<file path="src/hw/rtl/simt_pkg.sv">
// ----------------------------------------------------------------------------
// simt_pkg
// Shared types, constants and helpers for the shadow interval merge table.
// ----------------------------------------------------------------------------
package simt_pkg;

   localparam int unsigned SLOPE_FRAC_BITS   = 16;
   localparam int unsigned SLOPE_W           = SLOPE_FRAC_BITS + 1;
   localparam int unsigned COUNT_W           = 6;
   localparam int unsigned MAX_INTERVALS_DEF = 32;

   typedef logic [SLOPE_W-1:0] slope_type;

   localparam slope_type SLOPE_ONE = slope_type'(1) << SLOPE_FRAC_BITS;

   typedef struct packed {
      slope_type lo;
      slope_type hi;
   } entry_type;

   typedef struct packed {
      logic      new_scan;
      slope_type slope_start;
      slope_type slope_end;
      logic      blocks_sight;
   } req_type;

   typedef struct packed {
      logic               visible;
      logic               full_shadow;
      logic               table_overflow;
      logic [COUNT_W-1:0] interval_count;
   } rsp_type;

   // Kind of list update chosen after the scan.
   typedef enum logic [2:0] {
      OP_NONE,
      OP_BOTH,
      OP_NEXT,
      OP_PREV,
      OP_INSERT,
      OP_OVF
   } op_type;

   typedef struct packed {
      logic start;
      logic scan;
      logic decide;
      logic shl;
      logic shr;
      logic put;
      logic head;
      logic load_rsp;
   } cmd_type;

   typedef struct packed {
      logic   scan_done;
      logic   shl_done;
      logic   shr_done;
      op_type op;
   } sts_type;

   // Slopes above 1.0 saturate to 1.0.
   function automatic slope_type clamp_slope(slope_type v);
      return (v > SLOPE_ONE) ? SLOPE_ONE : v;
   endfunction

endpackage

</file>
<file path="src/hw/rtl/simt_dpath.sv">
// ----------------------------------------------------------------------------
// simt_dpath
// Interval memory, scan registers, shift engine and response register.
// ----------------------------------------------------------------------------
module simt_dpath #(
   parameter int unsigned MAX_INTERVALS = simt_pkg::MAX_INTERVALS_DEF
) (
   input  logic              clock,
   input  logic              reset,
   input  simt_pkg::req_type req_data,
   input  simt_pkg::cmd_type cmd,
   output simt_pkg::sts_type sts,
   output simt_pkg::rsp_type rsp_data
);
   import simt_pkg::*;

   localparam int unsigned CW = $clog2(MAX_INTERVALS + 1);
   localparam int unsigned AW = $clog2(MAX_INTERVALS);

   entry_type mem [MAX_INTERVALS];

   slope_type lo_ff, lo_in;
   slope_type hi_ff, hi_in;
   logic      blk_ff, blk_in;
   logic [CW-1:0] cnt_ff, cnt_in;
   logic [CW-1:0] idx_ff, idx_in;
   logic [CW-1:0] pos_ff, pos_in;
   logic [CW-1:0] rd_idx_ff, rd_idx_in;
   logic      rd_vld_ff;
   logic      covered_ff, covered_in;
   logic      found_ff, found_in;
   logic      ovf_ff, ovf_in;
   entry_type last_ff, last_in;
   entry_type next_ff, next_in;
   entry_type rd_data_ff;
   rsp_type   rsp_ff, rsp_in;

   logic          rd_en;
   logic [CW-1:0] rd_addr;
   logic          wr_en;
   logic [CW-1:0] wr_addr;
   entry_type     wr_data;

   logic act;
   logic prev_hit;
   logic next_hit;

   // Update decision from the scan results.
   always_comb begin
      act      = !covered_ff && blk_ff;
      prev_hit = (pos_ff != '0) && (last_ff.hi > lo_ff);
      next_hit = found_ff && (next_ff.lo < hi_ff);
      sts.scan_done = !(idx_ff < cnt_ff) && !rd_vld_ff;
      sts.shl_done  = !(idx_ff <= cnt_ff) && !rd_vld_ff;
      sts.shr_done  = !(idx_ff > pos_ff) && !rd_vld_ff;
      priority if (!act) begin
         sts.op = OP_NONE;
      end else if (prev_hit && next_hit) begin
         sts.op = OP_BOTH;
      end else if (next_hit) begin
         sts.op = OP_NEXT;
      end else if (prev_hit) begin
         sts.op = OP_PREV;
      end else if (cnt_ff >= CW'(MAX_INTERVALS)) begin
         sts.op = OP_OVF;
      end else begin
         sts.op = OP_INSERT;
      end
   end

   // Memory port selection.
   always_comb begin
      rd_en   = 1'b0;
      rd_addr = idx_ff;
      wr_en   = 1'b0;
      wr_addr = pos_ff;
      wr_data = '{lo: lo_ff, hi: hi_ff};
      if (cmd.scan && (idx_ff < cnt_ff)) begin
         rd_en = 1'b1;
      end
      if (cmd.shl && (idx_ff <= cnt_ff)) begin
         rd_en = 1'b1;
      end
      if (cmd.shr && (idx_ff > pos_ff)) begin
         rd_en   = 1'b1;
         rd_addr = idx_ff - CW'(1);
      end
      if (cmd.head) begin
         rd_en   = 1'b1;
         rd_addr = '0;
      end
      if (cmd.decide) begin
         unique case (sts.op)
            OP_BOTH: begin
               wr_en   = 1'b1;
               wr_addr = pos_ff - CW'(1);
               wr_data = '{lo: last_ff.lo, hi: next_ff.hi};
            end
            OP_NEXT: begin
               wr_en   = 1'b1;
               wr_data = '{lo: lo_ff, hi: next_ff.hi};
            end
            OP_PREV: begin
               wr_en   = 1'b1;
               wr_addr = pos_ff - CW'(1);
               wr_data = '{lo: last_ff.lo, hi: hi_ff};
            end
            default: begin
               wr_en = 1'b0;
            end
         endcase
      end
      if (cmd.shl && rd_vld_ff) begin
         wr_en   = 1'b1;
         wr_addr = rd_idx_ff - CW'(1);
         wr_data = rd_data_ff;
      end
      if (cmd.shr && rd_vld_ff) begin
         wr_en   = 1'b1;
         wr_addr = rd_idx_ff + CW'(1);
         wr_data = rd_data_ff;
      end
      if (cmd.put) begin
         wr_en = 1'b1;
      end
   end

   always_ff @(posedge clock) begin
      if (wr_en) begin
         mem[wr_addr[AW-1:0]] <= wr_data;
      end
      if (rd_en) begin
         rd_data_ff <= mem[rd_addr[AW-1:0]];
      end
   end

   // Register updates.
   always_comb begin
      lo_in      = lo_ff;
      hi_in      = hi_ff;
      blk_in     = blk_ff;
      cnt_in     = cnt_ff;
      idx_in     = idx_ff;
      pos_in     = pos_ff;
      rd_idx_in  = rd_addr;
      covered_in = covered_ff;
      found_in   = found_ff;
      ovf_in     = ovf_ff;
      last_in    = last_ff;
      next_in    = next_ff;
      rsp_in     = rsp_ff;
      if (cmd.start) begin
         lo_in      = clamp_slope(req_data.slope_start);
         hi_in      = clamp_slope(req_data.slope_end);
         blk_in     = req_data.blocks_sight;
         cnt_in     = req_data.new_scan ? '0 : cnt_ff;
         pos_in     = req_data.new_scan ? '0 : cnt_ff;
         idx_in     = '0;
         covered_in = 1'b0;
         found_in   = 1'b0;
         ovf_in     = 1'b0;
      end
      if (cmd.scan) begin
         if (rd_en) begin
            idx_in = idx_ff + CW'(1);
         end
         if (rd_vld_ff) begin
            if ((rd_data_ff.lo <= lo_ff) && (rd_data_ff.hi >= hi_ff)) begin
               covered_in = 1'b1;
            end
            if (!found_ff) begin
               if (rd_data_ff.lo >= lo_ff) begin
                  found_in = 1'b1;
                  pos_in   = rd_idx_ff;
                  next_in  = rd_data_ff;
               end else begin
                  last_in = rd_data_ff;
               end
            end
         end
      end
      if (cmd.decide) begin
         unique case (sts.op)
            OP_BOTH: begin
               cnt_in = cnt_ff - CW'(1);
               idx_in = pos_ff + CW'(1);
            end
            OP_INSERT: begin
               idx_in = cnt_ff;
            end
            OP_OVF: begin
               ovf_in = 1'b1;
            end
            default: begin
               ovf_in = ovf_ff;
            end
         endcase
      end
      if (cmd.shl && rd_en) begin
         idx_in = idx_ff + CW'(1);
      end
      if (cmd.shr && rd_en) begin
         idx_in = idx_ff - CW'(1);
      end
      if (cmd.put) begin
         cnt_in = cnt_ff + CW'(1);
      end
      if (cmd.load_rsp) begin
         rsp_in.visible        = !covered_ff;
         rsp_in.full_shadow    = (cnt_ff != '0) && (rd_data_ff.lo == '0) &&
                                 (rd_data_ff.hi == SLOPE_ONE);
         rsp_in.table_overflow = ovf_ff;
         rsp_in.interval_count = COUNT_W'(cnt_ff);
      end
   end

   always_ff @(posedge clock) begin
      if (reset) begin
         cnt_ff    <= '0;
         rd_vld_ff <= 1'b0;
      end else begin
         cnt_ff    <= cnt_in;
         rd_vld_ff <= rd_en;
      end
   end

   always_ff @(posedge clock) begin
      lo_ff      <= lo_in;
      hi_ff      <= hi_in;
      blk_ff     <= blk_in;
      idx_ff     <= idx_in;
      pos_ff     <= pos_in;
      rd_idx_ff  <= rd_idx_in;
      covered_ff <= covered_in;
      found_ff   <= found_in;
      ovf_ff     <= ovf_in;
      last_ff    <= last_in;
      next_ff    <= next_in;
      rsp_ff     <= rsp_in;
   end

   assign rsp_data = rsp_ff;

   a_cnt_bound: assert property (@(posedge clock) disable iff (reset)
      cnt_ff <= CW'(MAX_INTERVALS))
      else $error("interval count exceeds table depth");

   a_put_grows: assert property (@(posedge clock) disable iff (reset)
      cmd.put |=> (cnt_ff == $past(cnt_ff) + CW'(1)))
      else $error("insert did not grow the list by one");

   a_shr_inside: assert property (@(posedge clock) disable iff (reset)
      (cmd.shr && rd_vld_ff) |-> (rd_idx_ff < cnt_ff))
      else $error("right shift moved an entry from beyond the list");

endmodule

</file>
<file path="src/hw/rtl/simt_ctrl.sv">
// ----------------------------------------------------------------------------
// simt_ctrl
// Sequencer for scan, update, shift and response phases of one transaction.
// ----------------------------------------------------------------------------
module simt_ctrl (
   input  logic              clock,
   input  logic              reset,
   input  logic              req_valid,
   output logic              req_ready,
   output logic              rsp_valid,
   input  logic              rsp_ready,
   input  simt_pkg::sts_type sts,
   output simt_pkg::cmd_type cmd
);
   import simt_pkg::*;

   typedef enum logic [7:0] {
      ST_IDLE   = 8'b0000_0001,
      ST_SCAN   = 8'b0000_0010,
      ST_DECIDE = 8'b0000_0100,
      ST_SHL    = 8'b0000_1000,
      ST_SHR    = 8'b0001_0000,
      ST_PUT    = 8'b0010_0000,
      ST_HEAD   = 8'b0100_0000,
      ST_FIN    = 8'b1000_0000
   } state_type;

   state_type state_ff, state_in;
   logic      rsp_valid_ff, rsp_valid_in;
   logic      slot_free;

   always_comb begin
      state_in     = state_ff;
      rsp_valid_in = rsp_valid_ff && !rsp_ready;
      slot_free    = !rsp_valid_ff || rsp_ready;
      cmd          = '0;
      unique case (state_ff)
         ST_IDLE: begin
            if (req_valid) begin
               cmd.start = 1'b1;
               state_in  = ST_SCAN;
            end
         end
         ST_SCAN: begin
            cmd.scan = 1'b1;
            if (sts.scan_done) begin
               state_in = ST_DECIDE;
            end
         end
         ST_DECIDE: begin
            cmd.decide = 1'b1;
            unique case (sts.op)
               OP_BOTH:   state_in = ST_SHL;
               OP_INSERT: state_in = ST_SHR;
               default:   state_in = ST_HEAD;
            endcase
         end
         ST_SHL: begin
            cmd.shl = 1'b1;
            if (sts.shl_done) begin
               state_in = ST_HEAD;
            end
         end
         ST_SHR: begin
            cmd.shr = 1'b1;
            if (sts.shr_done) begin
               state_in = ST_PUT;
            end
         end
         ST_PUT: begin
            cmd.put  = 1'b1;
            state_in = ST_HEAD;
         end
         ST_HEAD: begin
            cmd.head = 1'b1;
            state_in = ST_FIN;
         end
         ST_FIN: begin
            if (slot_free) begin
               cmd.load_rsp = 1'b1;
               rsp_valid_in = 1'b1;
               state_in     = ST_IDLE;
            end
         end
         default: begin
            state_in = ST_IDLE;
         end
      endcase
   end

   always_ff @(posedge clock) begin
      if (reset) begin
         state_ff     <= ST_IDLE;
         rsp_valid_ff <= 1'b0;
      end else begin
         state_ff     <= state_in;
         rsp_valid_ff <= rsp_valid_in;
      end
   end

   assign req_ready = (state_ff == ST_IDLE);
   assign rsp_valid = rsp_valid_ff;

endmodule

</file>
<file path="src/hw/rtl/shadow_interval_merge_table_top.sv">
// ----------------------------------------------------------------------------
// shadow_interval_merge_table_top
// Sorted shadow interval list for one octant of a shadowcasting scan.
// ----------------------------------------------------------------------------
//
//   Channel  Direction  Handshake              Payload
//   req_     in         req_valid / req_ready  simt_pkg::req_type (tile projection)
//   rsp_     out        rsp_valid / rsp_ready  simt_pkg::rsp_type (visibility, count)
//
// A transaction holds the sequencer for a scan at one entry per cycle
// through the single read port of the interval memory, an update, a head
// read and the response step. An insert or a join also moves the entries
// behind the tile, which adds a shift step before the head read.
// Reset empties the list at once; the memory itself is not cleared.
// A new transaction is taken while an earlier response still waits, and the
// sequencer holds in its final step while the response register is occupied.
//
// Each request reports whether the projection is visible (no stored interval
// contains it). A visible, sight-blocking tile is merged into the list: it
// extends the neighbor before it, the neighbor after it, joins the two, or is
// inserted in order. When an insert is needed but the list is full, the
// projection is dropped and table_overflow is raised. A set new_scan flag
// empties the list before the tile is handled. Input slopes above 1.0
// saturate to 1.0.
// ----------------------------------------------------------------------------
module shadow_interval_merge_table_top #(
   parameter int unsigned MAX_INTERVALS = simt_pkg::MAX_INTERVALS_DEF
) (
   input  logic              clock,
   input  logic              reset,
   input  logic              req_valid,
   output logic              req_ready,
   input  simt_pkg::req_type req_data,
   output logic              rsp_valid,
   input  logic              rsp_ready,
   output simt_pkg::rsp_type rsp_data
);
   import simt_pkg::*;

   // Command and status between the sequencer and the datapath.
   cmd_type cmd;
   sts_type sts;

   // The sequencer owns the handshakes and the response valid flag.
   simt_ctrl u_ctrl (
      .clock     (clock),
      .reset     (reset),
      .req_valid (req_valid),
      .req_ready (req_ready),
      .rsp_valid (rsp_valid),
      .rsp_ready (rsp_ready),
      .sts       (sts),
      .cmd       (cmd)
   );

   // The datapath holds the interval memory and the response register.
   simt_dpath #(
      .MAX_INTERVALS (MAX_INTERVALS)
   ) u_dpath (
      .clock    (clock),
      .reset    (reset),
      .req_data (req_data),
      .cmd      (cmd),
      .sts      (sts),
      .rsp_data (rsp_data)
   );

endmodule
</file>
<file path="config.mk">
export PLATFORM = sky130hd
export DESIGN_NAME = shadow_interval_merge_table_top
export DESIGN_NICKNAME = d
export VERILOG_FILES = /design/src/hw/rtl/simt_pkg.sv /design/src/hw/rtl/simt_dpath.sv /design/src/hw/rtl/simt_ctrl.sv /design/src/hw/rtl/shadow_interval_merge_table_top.sv
export SDC_FILE = /design/constraint.sdc
export NUM_CORES = 2
export LEC_CHECK = 0
export BUFFER_PORTS_ARGS = -buffer_cell sky130_fd_sc_hd__buf_2
export CORE_MARGIN = 2
export CORE_UTILIZATION = 25
export CTS_BUF_LIST = sky130_fd_sc_hd__clkbuf_2 sky130_fd_sc_hd__clkbuf_4 sky130_fd_sc_hd__clkbuf_8
export DETAILED_ROUTE_END_ITERATION = 6
export PLACE_DENSITY = 0.42
export SLEW_MARGIN = 20
export SYNTH_ARGS = -nofsm -noshare
export SYNTH_HDL_FRONTEND = slang
export SYNTH_SLANG_ARGS = --single-unit
export TNS_END_PERCENT = 1
</file>
<file path="constraint.sdc">
create_clock -name clock -period 6.1 [get_ports clock]
set_clock_uncertainty 0.2 [all_clocks]
set_input_delay 1.22 -clock clock [delete_from_list [all_inputs] [get_ports clock]]
set_output_delay 1.22 -clock clock [all_outputs]
set_load 0.01 [all_outputs]
</file>
# == Word-level counts from Yosys, hierarchy flattened ==
# Memories as Yosys holds them, arrays and structs flattened. A register that Yosys moved wholly into a read port is not among the register bits.
# Cells that the tools add are included.
# op_classes
n_addsub,8
n_reduce_logical,35
eq_ne,20
n_lt_le_gt_ge,11
n_mux,74
bitwise,2
# op_table
operator,count
34-bit two-way mux,3
6-bit two-way mux,17
34-bit one-hot mux with 3 select lines,1
8-bit one-hot mux with 8 select lines,1
8-bit two-way mux,5
1-bit two-way mux,35
17-bit greater-or-equal comparator,2
"17-bit greater-than comparator, second input constant",2
5-bit two-way mux,5
"6-bit by 1-bit adder with 6-bit output, second input constant",3
1-bit logical AND,18
"17-bit == test, second input constant",1
17-bit greater-than comparator,1
17-bit less-or-equal comparator,1
17-bit zero test,1
17-bit < comparator,1
7-bit one-hot mux with 2 select lines,1
3-bit two-way mux,4
6-bit one-hot mux with 2 select lines,1
6-bit nonzero test,2
"6-bit by 1-bit subtractor with 6-bit output, second input constant",2
"5-bit by 1-bit subtractor with 5-bit output, second input constant",2
"8-bit by 1-bit == test with 1-bit output, second input constant",1
"8-bit by 2-bit == test with 1-bit output, second input constant",1
other kinds (25),39
# totals
input_bits,40
regBits,149
elab_cells,173
ramBits,1088
mem_count,1
output_inout_bits,11
# mem_list
name,depth,word_bits,read_ports,rd_ports_with_merged_regs,write_ports,line,rtl
u_dpath.mem,32,34,1,1,1,simt_dpath.sv:20,entry_type mem [MAX_INTERVALS];

# == Logic depth before layout (Yosys ltp) ==
# depth
ltp_word,15
ltp_mapped,19
mapped_depth_nobuf,16

# == Cells and area by module ==
# Synthesis repeated with hierarchy kept, for this count alone.
# hier_totals
hier_cells,3578
area_unflattened_um2,53293.6
# modules_own_cells
mod,seq_area_each_um2,cells_per_inst,instances,area_each_um2
simt_dpath,37626.1,3508,1,52714.3
simt_ctrl,180.2,70,1,579.3

# == Least setup slack after synthesis ==
# Ideal clock, no wire load.
# synth_timing
path_kind,reg2reg
start,register u_dpath.lo_ff[15]
end,"memory u_dpath.mem[21][0] (netlist bit), enable pin"
n_path_buf,3
stages_incl_launch_ff,20
setup_time_ns,0.425
synth_period_minus_slack_ns,5.248
arrival_time_ns,4.623
required_ns,5.475
setup_slack_ns,0.852
path_cell_list,edfxtp_1 -> inv_1 -> ha_1 -> nand4_1 -> nor4_1 -> o21ai_0 -> o211ai_1 -> nand2_1 -> ha_1 -> nor2_1 -> and2_1 -> clkbuf_1 -> and2_1 -> a32o_1 -> buf_2 -> buf_4 -> mux2i_1 -> nand2b_1 -> nand3_1 -> nor2_1
# synth_via
elab_chain_cells,15
word_cells_on_any_way,23
classes_between,1 x order compare; 3 x eq/ne; 15 x mux; 4 x reduce/logical
# synth_rtl
item,line,rtl
from (decl),simt_dpath.sv:22,"slope_type lo_ff, lo_in;"
from (signal assigned),simt_dpath.sv:228,lo_ff <= lo_in;
17-bit greater-than comparator (*),simt_dpath.sv:51,prev_hit = (pos_ff != '0) && (last_ff.hi > lo_ff);
1-bit logical AND (*),simt_dpath.sv:51,
3-bit two-way mux,simt_dpath.sv:62,end else if (prev_hit) begin
3-bit two-way mux,simt_dpath.sv:60,end else if (next_hit) begin
3-bit two-way mux (*),simt_dpath.sv:58,end else if (prev_hit && next_hit) begin
3-bit two-way mux (*),simt_dpath.sv:56,priority if (!act) begin
3-bit by 1-bit == test with 1-bit output / 3-bit by 2-bit == test with 1-bit output (equally long branches),simt_dpath.sv:93,unique case (sts.op)
3-bit OR reduction (no line),n/a,
1-bit two-way mux,simt_dpath.sv:93,
1-bit two-way mux,simt_dpath.sv:92,if (cmd.decide) begin
1-bit two-way mux,simt_dpath.sv:113,if (cmd.shl && rd_vld_ff) begin
1-bit two-way mux,simt_dpath.sv:118,if (cmd.shr && rd_vld_ff) begin
1-bit two-way mux,simt_dpath.sv:123,if (cmd.put) begin
1-bit two-way mux,simt_dpath.sv:129,if (wr_en) begin
1-bit two-way mux (implied by the code),simt_dpath.sv:130,mem[wr_addr[AW-1:0]] <= wr_data;
to (decl),simt_dpath.sv:20,
# Mark *: on every way between the ends. The rest lies on a longest branch, timed or not.

# == Worst setup path in the final report ==
# layout_timing
start,register u_dpath.lo_ff[16]
end,"memory u_dpath.mem[7][29] (netlist bit), enable pin"
# Same word-level chain as after synthesis.

==> results.md <==
- Status: finished clean
- Initial antenna violation count: 4
- Starting Density: ~25%
- DR iter-0 viols: 3000
- Htree depth: 4
- Hold Crit Class: flip-flop to flip-flop
- Most common cell in the netlist: edfxtp_1
- Fin crit share: around nine tenths
- Die ar.: roughly 0.21 mm²
- Register area share after synthesis: approximately 73%
- Critical path arrival: roughly 5.8 ns
- Max transition margin: about a quarter
- Max-Cap Viols: 0
- WL/cell: between 20 and 25 µm
- Yosys top cell area share: roughly 72%
- Mapped Cells: around 3800
- Final setup viols: 0
- CORE AREA: roughly 0.21 mm²
- Startpoint Class: flip-flop
- RSZ-0062 raised after global routing: no
- Row cnt: between 150 and 200
- Top post-synthesis cells by count: edfxtp_1, nand2_1, a21oi_1
- Post-synth EDFFs: roughly 1200
- Fraction of layout cells with a size suffix above 1: between 10% and 20%
- Post-CTS Hold Fix Bufs: 0
- Post-synth cell types: a little under 70
- Vias in the first global route: about 33000
- Post-route ant nets: 0
- Number of buffers on the longest clock path: 3
- Maximum vdd ir drop: around 0.23 mV
- DRC viols: 0
- Slew Limit Fails: 0
- Wl on met1: between 80000 and 90000 µm
- Cell taking the most area after synthesis: edfxtp_1
- WL final: about 170000 µm
- Routability congestion estimate: ~0.8
- Hold depth: 2
- Inserted Clock Buffers: between 200 and 250
- Synth top area cells: edfxtp_1, a21oi_1, nand2_1
- WL met2: 77330 µm
- Cell area after synthesis: about 0.052 mm²
- Min Clock Period, post-route: 5.423 ns
- Post-CTS Setup Inserts: 0
- Crit Path Category: flip-flop to flip-flop
- Post-CTS sizing: 0
- GRT Residual Overflow: 0
- Final core utilization: roughly 30%
- Syn avg cell area: roughly 14 µm²
- Gr usage total: 15.91%
- FFs w/ async S/R, synth: 0%
- # fillers: between 20000 and 25000
- Worst hold path startpoint: u_dpath.rd_idx_ff[5]
- Vias per inst: approximately 4.8
- Hpwl dp: 106200 µm
- TritonCTS clock tree: yes
- Req. time, crit path: 6.47 ns
- Hold EP: u_dpath.pos_ff[5]
- R2r setup slk: approximately 0.68 ns
- Critical Path End Type: flip-flop
- Area growth from synthesis to layout: 18.27%
- Fmax: about 180 MHz
- WL met3: 9293 µm
- RR Startpoint: u_dpath.lo_ff[16]
- Warnings, synthesis: 0
- Post-synth top flop: edfxtp_1
- R2r worst-path depth: 17
- Port bufs: 50
- I/O pin total: between 50 and 60
- Clk root buf: clkbuf_8
- Pin count of the biggest net entering global routing: 133
- Reg clk slew, reported paths: 0.06 ns
- Power Dens Cells: 298.5 mW/mm²
- Leakage Power: 20.38 nW
- Mapped Nets: 3935
- Seq cells post-synth: 1271
- Chip height: roughly 460 µm
- Crit path max fanout: 21
- Sink Count: between 1000 and 1500
- First-pass GRT wire length: approximately 240000 µm
- Worst r2r dst: u_dpath.mem[7][29]
- Via count: approximately 33000
- Final nets: just over 4000
- Top Layer Used: met4
- Final Hold Viols: 0
- Clk_lat worst skew: 0.98 ns
- Die Wd: ~460 µm
- Post-Route Setup TNS: 0 ns
- Tot Pwr: around 18 mW
- Slew @ Worst Pin: around 1.1 ns
- First-pass detailed-route iteration total: 5
==> registers in the layout (all words and copies together), names as in the netlist, 6 cells and up <==
signal / flops
u_dpath.mem: 1088
u_dpath.last_ff: 34
u_dpath.next_ff: 34
u_dpath.rd_data_ff: 34
u_dpath.hi_ff: 17
u_dpath.lo_ff: 17
u_dpath.rsp_data: 9
u_ctrl.state_ff: 8
u_dpath.cnt_ff: 6
u_dpath.idx_ff: 6
u_dpath.pos_ff: 6
u_dpath.rd_idx_ff: 6
==> through the flow <==
step	hold slack, ns	instance area (µm²)	setup slack, ns	instances
6_report	0.2727	61310	0.6766	6903
3_3_place_gp	0.2541	56780	0.6826	6495
4_1_cts	0.1435	61210	0.6577	6892
2_1_floorplan	0.2014	51830	0.8522	3807
3_5_place_dp	0.2721	56870	0.7321	6498
5_1_grt	0.2119	61290	0.3854	6896
==> critical path: stages (launching register included) <==
cell,delay [ns]
edfxtp_1,0.36
inv_1,0.07
ha_1,0.30
nand4_1,0.15
nor4_1,0.42
o21ai_0,0.17
o211ai_1,0.20
nand2_1,0.10
ha_1,0.24
nor2_1,0.14
and2_1,0.21
and2_1,0.15
a32o_1,0.34
nor3b_1,0.10
nor3_1,0.54
nand3_1,0.67
nor2_4,0.28
buf_4,0.39
==> kinds of logic after synthesis <==
logic type	count (synthesis)	synth area share (%)
flops	1271	72.94
compound gates	1148	13.22
simple gates	937	8.222
buf+inv	310	2.496
fa+ha+maj	88	2.124
mux	39	0.7652
xor+xnor	14	0.2366
==> cells in the final DEF (no fill, tap or decap), types with 41 or more instances in the layout <==
cell type / n
clkbuf_4: 89
o22ai_1: 140
buf_2: 50
inv_1: 68
clkbuf_8: 226
nor2b_1: 41
a21oi_1: 599
edfxtp_1: 1235
a22oi_1: 274
clkinv_1: 50
ha_1: 88
buf_4: 142
nand2_1: 638
==> area by class of cell <==
type,count,area (µm²),share of cell area [%]
flip-flops and latches,1271,37810,61.67
clock buffers,315,3779,6.163
repair buffers,228,2082,3.396
inverters,72,290.3,0.4735
clock inverters,79,559.3,0.9123
well taps,2704,3383,5.518
diodes,8,20.02,0.03265
multi-input cells,2226,13390,21.84
==> metal layers <==
layer	vias to the layer above	track usage [%]
li1	15031	-
met2	1024	24.55
met3	226	2.559
met4	0	4.539
met5	-	0
met1	17083	22.95
==> where the power goes <==
group	switching (mW)	internal, mW
sequential	0.0248	9.74
clock	3.63	4.13
combinational	0.591	0.191
==> worst max path at each step <==
stage	from	endpoint	slack, ns	cells past startpoint
floorplan	u_dpath.lo_ff[15]	u_dpath.mem[21][0]	0.85	19
global route	u_dpath.lo_ff[15]	u_dpath.mem[7][20]	0.39	17
CTS	u_dpath.hi_ff[2]	u_dpath.mem[7][29]	0.66	16
detailed placement	u_dpath.hi_ff[2]	u_dpath.mem[7][20]	0.73	16
finish	u_dpath.lo_ff[16]	u_dpath.mem[7][29]	0.68	17
global placement	u_dpath.lo_ff[15]	u_dpath.mem[7][20]	0.68	17
No activity file was read; power rests on OpenSTA's default activity.
